<file path="src/otn_pkg.sv">
// shared types and constants for the oriented triangle normal unit
`default_nettype none
package otn_pkg;
  localparam logic [1:0] FUNC_POINT = 2'd0;
  localparam logic [1:0] FUNC_TETRA = 2'd1;
  localparam logic [1:0] FUNC_QUERY = 2'd2;
  localparam int CoordW = 20;
  localparam int VertW = 10;
  localparam int NormW = 43;

  typedef struct packed {
    logic start_load;
    logic start_query;
    logic scan_step;
    logic fetch;
    logic arith_step;
    logic [2:0] arith_phase;
  } otn_cmd_t;

  typedef struct packed {
    logic scan_done;
  } otn_stat_t;
endpackage
`default_nettype wire

</file>
<file path="src/otn_ctrl.sv">
// controller state machine for the oriented triangle normal unit
`default_nettype none
module otn_ctrl (
  input  wire logic clk,
  input  wire logic rst,
  input  wire logic in_valid,
  input  wire logic [1:0] func,
  output logic in_ready,
  output logic out_valid,
  input  wire logic out_ready,
  input  wire otn_pkg::otn_stat_t stat,
  output otn_pkg::otn_cmd_t cmd
);
  import otn_pkg::*;
  localparam logic [2:0] S_IDLE = 3'd0;
  localparam logic [2:0] S_SCAN = 3'd1;
  localparam logic [2:0] S_FETCH = 3'd2;
  localparam logic [2:0] S_ARITH = 3'd3;
  localparam logic [2:0] S_OUT = 3'd4;
  localparam logic [2:0] LastPhase = 3'd6;

  logic [2:0] state, state_next;
  logic [2:0] phase, phase_next;
  logic [1:0] fcnt, fcnt_next;
  logic acc;

  assign acc = in_valid && in_ready;
  assign in_ready = (state == S_IDLE) || (state == S_OUT && out_ready);
  assign out_valid = (state == S_OUT);

  always_comb begin
    state_next = state;
    phase_next = phase;
    fcnt_next = fcnt;
    cmd = '0;
    cmd.arith_phase = phase;
    case (state)
      S_IDLE, S_OUT: begin
        if (state == S_OUT && out_ready) state_next = S_IDLE;
        if (acc) begin
          if (func == FUNC_QUERY) begin
            cmd.start_query = 1'b1;
            state_next = S_SCAN;
          end else begin
            cmd.start_load = 1'b1;
            state_next = S_OUT;
          end
        end
      end
      S_SCAN: begin
        cmd.scan_step = 1'b1;
        if (stat.scan_done) begin
          state_next = S_FETCH;
          fcnt_next = 2'd0;
        end
      end
      S_FETCH: begin
        cmd.fetch = 1'b1;
        fcnt_next = fcnt + 2'd1;
        if (fcnt == 2'd3) begin
          state_next = S_ARITH;
          phase_next = 3'd0;
        end
      end
      S_ARITH: begin
        cmd.arith_step = 1'b1;
        phase_next = phase + 3'd1;
        if (phase == LastPhase) state_next = S_OUT;
      end
      default: state_next = S_IDLE;
    endcase
  end

  always_ff @(posedge clk) begin
    if (rst) begin
      state <= S_IDLE;
      phase <= 3'd0;
      fcnt <= 2'd0;
    end else begin
      state <= state_next;
      phase <= phase_next;
      fcnt <= fcnt_next;
    end
  end
endmodule
`default_nettype wire

</file>
<file path="config.mk">
export PLATFORM = sky130hd
export DESIGN_NAME = otn_ctrl
export DESIGN_NICKNAME = d
export VERILOG_FILES = /design/src/otn_pkg.sv /design/src/otn_ctrl.sv
export SDC_FILE = /design/constraint.sdc
export NUM_CORES = 1
export LEC_CHECK = 0
export BUFFER_PORTS_ARGS = -buffer_cell sky130_fd_sc_hd__buf_2
export CAP_MARGIN = 20
export CELL_PAD_IN_SITES_DETAIL_PLACEMENT = 0
export CELL_PAD_IN_SITES_GLOBAL_PLACEMENT = 2
export CORE_MARGIN = 2
export CORE_UTILIZATION = 27
export CTS_BUF_LIST = sky130_fd_sc_hd__clkbuf_4
export DETAILED_ROUTE_END_ITERATION = 7
export PLACE_DENSITY = 0.89
export SLEW_MARGIN = 20
export SYNTH_ARGS = -nofsm -noshare
export SYNTH_HDL_FRONTEND = slang
export SYNTH_SLANG_ARGS = --single-unit
</file>
<file path="constraint.sdc">
create_clock -name clk -period 1.9 [get_ports clk]
set_input_delay 0.095 -clock clk [delete_from_list [all_inputs] [get_ports clk]]
set_output_delay 0.095 -clock clk [all_outputs]
set_load 0.01 [all_outputs]
</file>
==> results of run 1 <==
==> registers in the layout, summed over array words and instances, names as in the netlist <==
name   cells
state      3
fcnt       2
phase      3
==> path summary, 6_finish.rpt <==
path,slack [ns],to,start,depth (start not counted)
max,0.31,cmd[4],state[1]$_SDFFE_PP0P_,3
min,0.11,fcnt[0]$_SDFFE_PP0P_,rst,2
max reg2reg,0.34,phase[1]$_SDFFE_PP0P_,state[1]$_SDFFE_PP0P_,5
min reg2reg,0.49,fcnt[1]$_SDFFE_PP0P_,fcnt[1]$_SDFFE_PP0P_,2
==> layout make-up <==
type	count	area, sq um	share of cell area [%]
multi-input cells	44	284.0	46.71
flip-flops and latches	8	160.2	26.34
repair buffers	16	80.08	13.17
well taps	25	31.28	5.144
inverters	8	30.03	4.938
clock buffers	3	22.52	3.704
==> cell usage in the layout, fill, tap and decap left out <==
cell type | synthesis | routed
nand3_1 | 2 | 2
a22oi_1 | 1 | 1
a21boi_0 | 1 | 1
nor2_1 | 8 | 8
mux2_2 | 1 | 1
and2_1 | 1 | 1
clkbuf_4 | 0 | 3
or3_1 | 1 | 1
dfxtp_1 | 8 | 8
nor3b_1 | 1 | 1
nor3b_2 | 1 | 1
nand3b_1 | 2 | 2
ha_1 | 3 | 3
nor2b_1 | 2 | 2
nor3_1 | 1 | 1
a31oi_1 | 3 | 3
o31ai_1 | 1 | 1
or4b_1 | 1 | 1
or3b_2 | 1 | 1
inv_1 | 8 | 8
buf_2 | 1 | 16
nand2_1 | 5 | 5
xor2_1 | 1 | 1
a21oi_1 | 5 | 5
a311oi_1 | 2 | 2
==> power by group through the flow <==
stage	registers (mW)	clock network [mW]	logic (mW)
floorplan	0.177	0	0.0441
finish	0.181	0.133	0.0546
detailed placement	0.185	0	0.0553
global placement	0.184	0	0.0549
CTS	0.181	0.140	0.0554
global route	0.182	0.148	0.0613
==> metrics by stage <==
stage / std cells / hold WS [ns] / setup WS [ns] / util [%]
6_report: 104 / 0.1138 / 0.3079 / 35.22
5_1_grt: 104 / 0.1268 / 0.1847 / 35.22
4_1_cts: 104 / 0.1094 / 0.2899 / 35.22
3_5_place_dp: 101 / 0.3852 / 0.3551 / 33.91
3_3_place_gp: 101 / 0.3776 / 0.3517 / 33.91
2_1_floorplan: 63 / 0.2887 / 0.4122 / -
==> kinds of logic (layout without fill, tap and decap cells) <==
kind of cell	count (synthesis)	after routing	share of synthesized area [%]
AND/OR/NAND/NOR	26	26	28.86
AO/OA/AOI/OAI	13	13	16.96
buffers and inverters	11	27	10.12
flip-flops	8	8	32.40
adder cells (fa/ha/maj)	3	3	7.596
XOR/XNOR	1	1	1.772
multiplexers	1	1	2.278
==> layer usage <==
metal / vias to the layer above / GRT usage [%] / share of wire, %
met5: - / 0 / 0
met4: 0 / 6.667 / 2.0
met3: 4 / 5.769 / 5.8
met2: 11 / 16.71 / 46
met1: 204 / 12.35 / 46
li1: 248 / - / -
==> run metrics, run 1 <==
status=completed; gr usage total=11.07%; die outline height=46.79 um; RSZ-0062 raised after global routing=no; Bufs and invs on worst path=2; routed wire length=1.060 mm; post-cts resize count=0; DRC=0; post-synth top area share=32.41%; skew final=0.002660 ns; worst-margin pin slew=0.3170 ns; HPWL after DPL=834.6 um; critical path's largest stage delay=0.53 ns; Synth Cell Area=494.2 sq um; post-synthesis net count=73; Setup crit end kind=output pin; Final TNS setup=0 ns; Top FF cell, synth=dfxtp_1; top cells by area, synth=dfxtp_1 (32%), ha_1 (7.6%), inv_1 (6.1%), nor2_1 (6.1%), a21oi_1 (5.1%); CP Launch Type=flip-flop; Final min period=1.592 ns; clk slew on worst S/H paths=0.05 ns; Final Setup Violations=0; IO Port Bufs=16; Final Hold Fails=0; GR Overflow Total=0; CP delay by family, top=simple AND/OR/NAND/NOR gates; CTS tree=done; H-tree depth=1; Fmax=0.6281 GHz; CP cell instances=or3b_2 -> inv_1 -> buf_2; Initial Util=28.62%; GPL Wtd Cong=0.6825; Critical Path Fanout Max=7; die footprint=0.002189 sq mm; CP required=1.80 ns; worst vdd ir=0.3372 mV; Clock Latency Late Sink=0.26 ns; # hold bufs at CTS=0; clock sinks=8; post-DR wirelength/cell=10.19 um; Fillers=210; remaining antenna violation count=0; Seq/Total Area, Yosys=32.41%; Gate Count Post-Synth=63; Netlist cell types=26; Yosys warning count=0; nets=91; pin count of the biggest net entering global routing=11; clock power share=36.0%; synthesized flop and latch total=8; fin. max-slew vios=0; Rel. slew slack=78.68%; initial DRC count=0; vias per inst=4.490; CTS Root Cell=clkbuf_4; antenna violations before repair=0; Comb pwr share=14.8%; sw frac=26.27%; first-pass GRT wire length=1.600 mm; Layout area overhead=23.04%; most frequent cells after synthesis=dfxtp_1 (8), inv_1 (8), nor2_1 (8), a21oi_1 (5), nand2_1 (5); leak pwr=0.3004 nW; Inserted Clock Buffers=3; net switching power=0.09684 mW; Max Cap Viol=0; Power Total=0.3686 mW; vias in the first global route=376; Finished Cell Area=608.1 sq um; CP max-delay cell=or3b_2; placed instance area=585.6 sq um; min-delay worst type=input port to flip-flop; fraction of registers with async set or reset after synthesis=0%; # rows=15; sequential share of power=49.2%; Worst EP arrival=1.50 ns; DR pass1 iterations=1; Pwr Density=606.1 mW/mm^2; ant diodes=0; Crit Path Class=flip-flop to output pin; Final period util=83.79%; Setup Fix Bufs, Post-CTS=0; fraction of layout cells with a size suffix above 1=27.85%; Top Ports=17; Syn Area/Cell=7.845 sq um; core footprint=0.001727 sq mm; EDFF count, synth=0; cell taking the most area after synthesis=dfxtp_1; CTS max path bufs=2; Power Internal=0.2717 mW; Die Wd=46.79 um; total number of vias=467
Power figures use the tool's default switching activity.
==> run 2: changes to the inputs <==
clock period = 1.5 ns   (was 1.9 ns; I/O delays follow)
==> run 2 against run 1 <==
Compared with the run above:
- critical path depth increased by 2
- first-iteration DRC count is 9 higher
- sequential cell count unchanged
- worst setup slack got worse by 0.26 ns
- clock power grew 20%
- power rose by 28%
- sequential share of layout area fell by 1.7 points
- die area did not move
- core utilization is 3.6 points higher
- largest cell class unchanged
- highest routed layer is now met3
==> run metrics, run 2 (same netlist as run 1, synthesis figures left out) <==
skew final=0.002765 ns; # hold bufs at CTS=0; Initial Util=28.62%; initial DRC count=9; RSZ-0062 raised after global routing=yes; Fillers=193; pre-CTS WS=-0.02039 ns; GR Overflow Total=0; Setup crit end kind=flip-flop; r2r worst-path depth=5; CP Launch Type=flip-flop; first-pass GRT wire length=1.794 mm; pin count of the biggest net entering global routing=9; Pwr Density=706.6 mW/mm^2; most common cell after layout, fill and taps aside=buf_2; leak pwr=0.3340 nW; Reg area=165.2 sq um; core footprint=0.001727 sq mm; CTS Root Cell=clkbuf_4; area taken by multi-input logic gates=295.3 sq um; routed wire length=1.130 mm; Top Registers=phase x3, state x3, fcnt x2; Fmax=0.6895 GHz; IO Port Bufs=16; Final Setup Violations=0; share of the core filled with cells=38.77%; post-DR wirelength/cell=10.27 um; Max Cap Viol=0; Power Total=0.4730 mW; clk slew on worst S/H paths=0.05 ns; min-delay worst type=input port to flip-flop; gr usage total=12.02%; status=completed; Final TNS setup=0 ns; placed instance area=630.6 sq um; DRC=0; RR Endpoint=state[2]$_SDFFE_PP0P_; CP required=1.63 ns; H-tree depth=1; total number of vias=507; vias in the first global route=411; R2R setup slack=0.05 ns; Top Ports=17; Crit Path Class=flip-flop to flip-flop; die outline height=46.79 um; antenna violations before repair=0; HPWL after DPL=884.4 um; Hold Path End=state[2]$_SDFFE_PP0P_; worst vdd ir=0.3475 mV; die footprint=0.002189 sq mm; Layout area overhead=35.44%; worst r2r src=fcnt[0]$_SDFFE_PP0P_; # rows=15; final setup margin=0.04960 ns; vias per inst=4.609; Die Wd=46.79 um; CTS max path bufs=2; GPL Wtd Cong=0.7472; remaining antenna violation count=0; DR pass1 iterations=4; Final min period=1.450 ns; ant diodes=0; Finished Cell Area=669.4 sq um; nets=97; clock sinks=8; most frequent cells in the layout=buf_2 (16), nor2_1 (8), inv_1 (7), dfxtp_1 (6), buf_4 (6); fin. max-slew vios=0; start point of the worst hold path=rst; Worst EP arrival=1.58 ns; Clock Latency Late Sink=0.25 ns; cell count of the worst hold path=2; fraction of layout cells with a size suffix above 1=38.82%; Final Hold Fails=0; CTS tree=done; Rel. slew slack=83.26%; Critical Path Fanout Max=3; worst-margin pin slew=0.2511 ns; Setup Fix Bufs, Post-CTS=0; Final period util=96.69%; Inserted Clock Buffers=3
run 2: metal layers:
| layer | GRT usage, % | vias up | part of all wire (%) |
|---|---|---|---|
| li1 | - | 263 | - |
| met3 | 5.769 | 0 | 4.8 |
| met5 | 0 | - | 0 |
| met4 | 3.333 | 0 | 0 |
| met2 | 19.45 | 12 | 52 |
| met1 | 14.25 | 232 | 44 |
run 2: worst max path at each step:
stage,slack [ns],start,end
CTS,0.01,fcnt[0]$_SDFFE_PP0P_,state[2]$_SDFFE_PP0P_
finish,0.05,fcnt[0]$_SDFFE_PP0P_,state[2]$_SDFFE_PP0P_
detailed placement,-0.02,fcnt[0]$_SDFFE_PP0P_,state[2]$_SDFFE_PP0P_
floorplan,0.01,state[2]$_SDFFE_PP0P_,phase[1]$_SDFFE_PP0P_
global placement,-0.05,fcnt[0]$_SDFFE_PP0P_,state[2]$_SDFFE_PP0P_
global route,-0.02,fcnt[0]$_SDFFE_PP0P_,state[2]$_SDFFE_PP0P_
run 2: critical path, cell delays in order, from the launching register on:
cell and delay (ns):
dfxtp_1 0.32, ha_1 0.21, mux2_2 0.29, or3_1 0.31, a21oi_1 0.13, a311oi_1 0.06
run 2: per-stage QoR:
step           hold slack, ns  cells
2_1_floorplan          0.2687     63
6_report              0.09950    110
3_3_place_gp           0.3575    107
3_5_place_dp           0.3610    107
4_1_cts               0.09040    110
5_1_grt               0.09712    110
run 2: what timing repair did:
item,CTS,global route
endpoints found under the setup margin,4,4
resized for setup,6,2
endpoints found under the hold margin,0,0
pin swaps,0,2
run 2: final cells by class:
type,instances,area share (%)
clock buffer,3,3.364
multi-input combinational,44,44.11
sequential,8,24.67
tap,25,4.673
timing repair buffer,22,18.69
inverter,8,4.486
run 2: where the power goes:
group	switching, mW	internal [mW]	leakage (nW)
Sequential	0.00849	0.218	0.0658
Combinational	0.0421	0.0444	0.254
Clock	0.0690	0.0913	0.0138
==> run 3: changes to the inputs <==
==> constraint.sdc (replaced) <==
create_clock -name clk -period 1.5 [get_ports clk]
set_input_delay 0.3 -clock clk [delete_from_list [all_inputs] [get_ports clk]]
set_output_delay 0.3 -clock clk [all_outputs]
set_load 0.01 [all_outputs]
==> run 3 against run 2 <==
Compared with the run above:
- sequential cell count is the same
- hold slack better by 0.22 ns
- design area grew 15%
- combinational power up 34%
- clock power is essentially flat
- via count increased by 4.9%
- largest cell class unchanged
- first-iteration DRC count fell by 33%
- largest power group unchanged
==> run metrics, run 3 (same netlist as run 1, synthesis figures left out) <==
Max Cap Viol=0; post-DR wirelength/cell=11.41 um; GPL Wtd Cong=0.6901; fin cells=117; Crit Path Class=flip-flop to output pin; Fmax=0.6669 GHz; Final min period=1.500 ns; CTS max path bufs=2; HPWL after DPL=893.1 um; skew final=0.001970 ns; status=completed; gr usage total=12.38%; Die Wd=46.79 um; Final period util=99.97%; min-delay worst type=input port to flip-flop; Final Hold Fails=0; Critical Path Fanout Max=9; worst-margin pin slew=0.2854 ns; ant diodes=0; die outline height=46.79 um; Rel. slew slack=80.97%; CP Launch Type=flip-flop; most common cell after layout, fill and taps aside=buf_2; worst vdd ir=0.2687 mV; RSZ-0062 raised after global routing=yes; Top Registers=phase x3, state x3, fcnt x2; core footprint=0.001727 sq mm; Setup crit end kind=output pin; fraction of layout cells with a size suffix above 1=47.83%; Clock Latency Late Sink=0.25 ns; Finished Cell Area=770.7 sq um; H-tree depth=1; DRC=0; Final Setup Violations=0; Inst Count DP=107; CTS Root Cell=clkbuf_4; antenna violations before repair=0; DR pass1 iterations=4; # rows=15; fin. max-slew vios=0; Pwr Density=662.7 mW/mm^2; routed wire length=1.335 mm; first-pass GRT wire length=1.876 mm; pin count of the biggest net entering global routing=10; placed instance area=630.6 sq um; clk slew on worst S/H paths=0.05 ns; Worst EP arrival=1.20 ns; GR Overflow Total=0; most frequent cells in the layout=buf_2 (14), buf_4 (13), nor2_1 (7), inv_1 (6); nets=104; vias in the first global route=455; CP required=1.20 ns; Initial Util=28.62%; Inserted Clock Buffers=3; die footprint=0.002189 sq mm; CTS tree=done; Layout area overhead=55.95%; IO Port Bufs=16; Fillers=184; vias per inst=4.547; clock sinks=8; initial DRC count=6; remaining antenna violation count=0; leak pwr=0.3769 nW; Top Ports=17; total number of vias=532
-- run 3: cell type report --
class | count | area [sq um] | area share, %
multi-input combinational | 44 | 327.8 | 42.53
timing repair buffer | 29 | 190.2 | 24.68
sequential | 8 | 168.9 | 21.92
tap | 25 | 31.28 | 4.058
inverter | 8 | 30.03 | 3.896
clock buffer | 3 | 22.52 | 2.922
-- run 3: per-stage QoR --
stage / TNS (ns) / util [%] / hold WS [ns] / power, mW / setup WS (ns)
after floorplan: 0 / - / 0.4516 / 0.2809 / 0.01088
after global routing: -0.3569 / 44.64 / 0.3161 / 0.5443 / -0.07608
final: 0 / 44.64 / 0.3146 / 0.5108 / 0.0004854
after detailed placement: -0.06756 / 36.52 / 0.4712 / 0.3132 / -0.06756
after CTS: -0.02090 / 42.90 / 0.3092 / 0.5079 / -0.01697
after global placement: -0.06075 / 36.52 / 0.4661 / 0.3132 / -0.06075
-- run 3: worst paths after layout --
kind	from	endpoint	slack [ns]	cells past startpoint
max reg2reg	state[0]$_SDFFE_PP0P_	state[2]$_SDFFE_PP0P_	0.0005	7
max	state[2]$_SDFFE_PP0P_	cmd[4]	0.0005	3
min	rst	state[0]$_SDFFE_PP0P_	0.31	2
min reg2reg	fcnt[1]$_SDFFE_PP0P_	fcnt[1]$_SDFFE_PP0P_	0.48	2
-- run 3: critical path, cell delays in order, from the launching register on --
cell	delay (ns)
dfxtp_4	0.38
or3b_4	0.41
inv_2	0.07
buf_6	0.09
-- run 3: report_power, final --
part           switching, mW  total, mW  internal, mW
logic                 0.0503      0.116        0.0656
registers             0.0142      0.232         0.218
clock network         0.0710      0.162        0.0914
total                  0.135      0.511         0.375
-- run 3: repair_timing --
| item | in CTS | in global routing |
|---|---|---|
| hold buffers | 0 | 0 |
| pin swaps | 4 | 1 |
| setup buffers | 7 | 0 |
| setup endpoints to repair | 5 | 6 |
| resized for setup | 12 | 6 |
-- run 3: layer usage --
metal | up-vias | track usage [%] | share of wire, %
met5 | - | 0 | 0
met4 | 0 | 6.667 | 1.0
met3 | 2 | 2.308 | 6.6
met2 | 20 | 19.45 | 50
met1 | 232 | 16.01 | 42
li1 | 278 | - | -
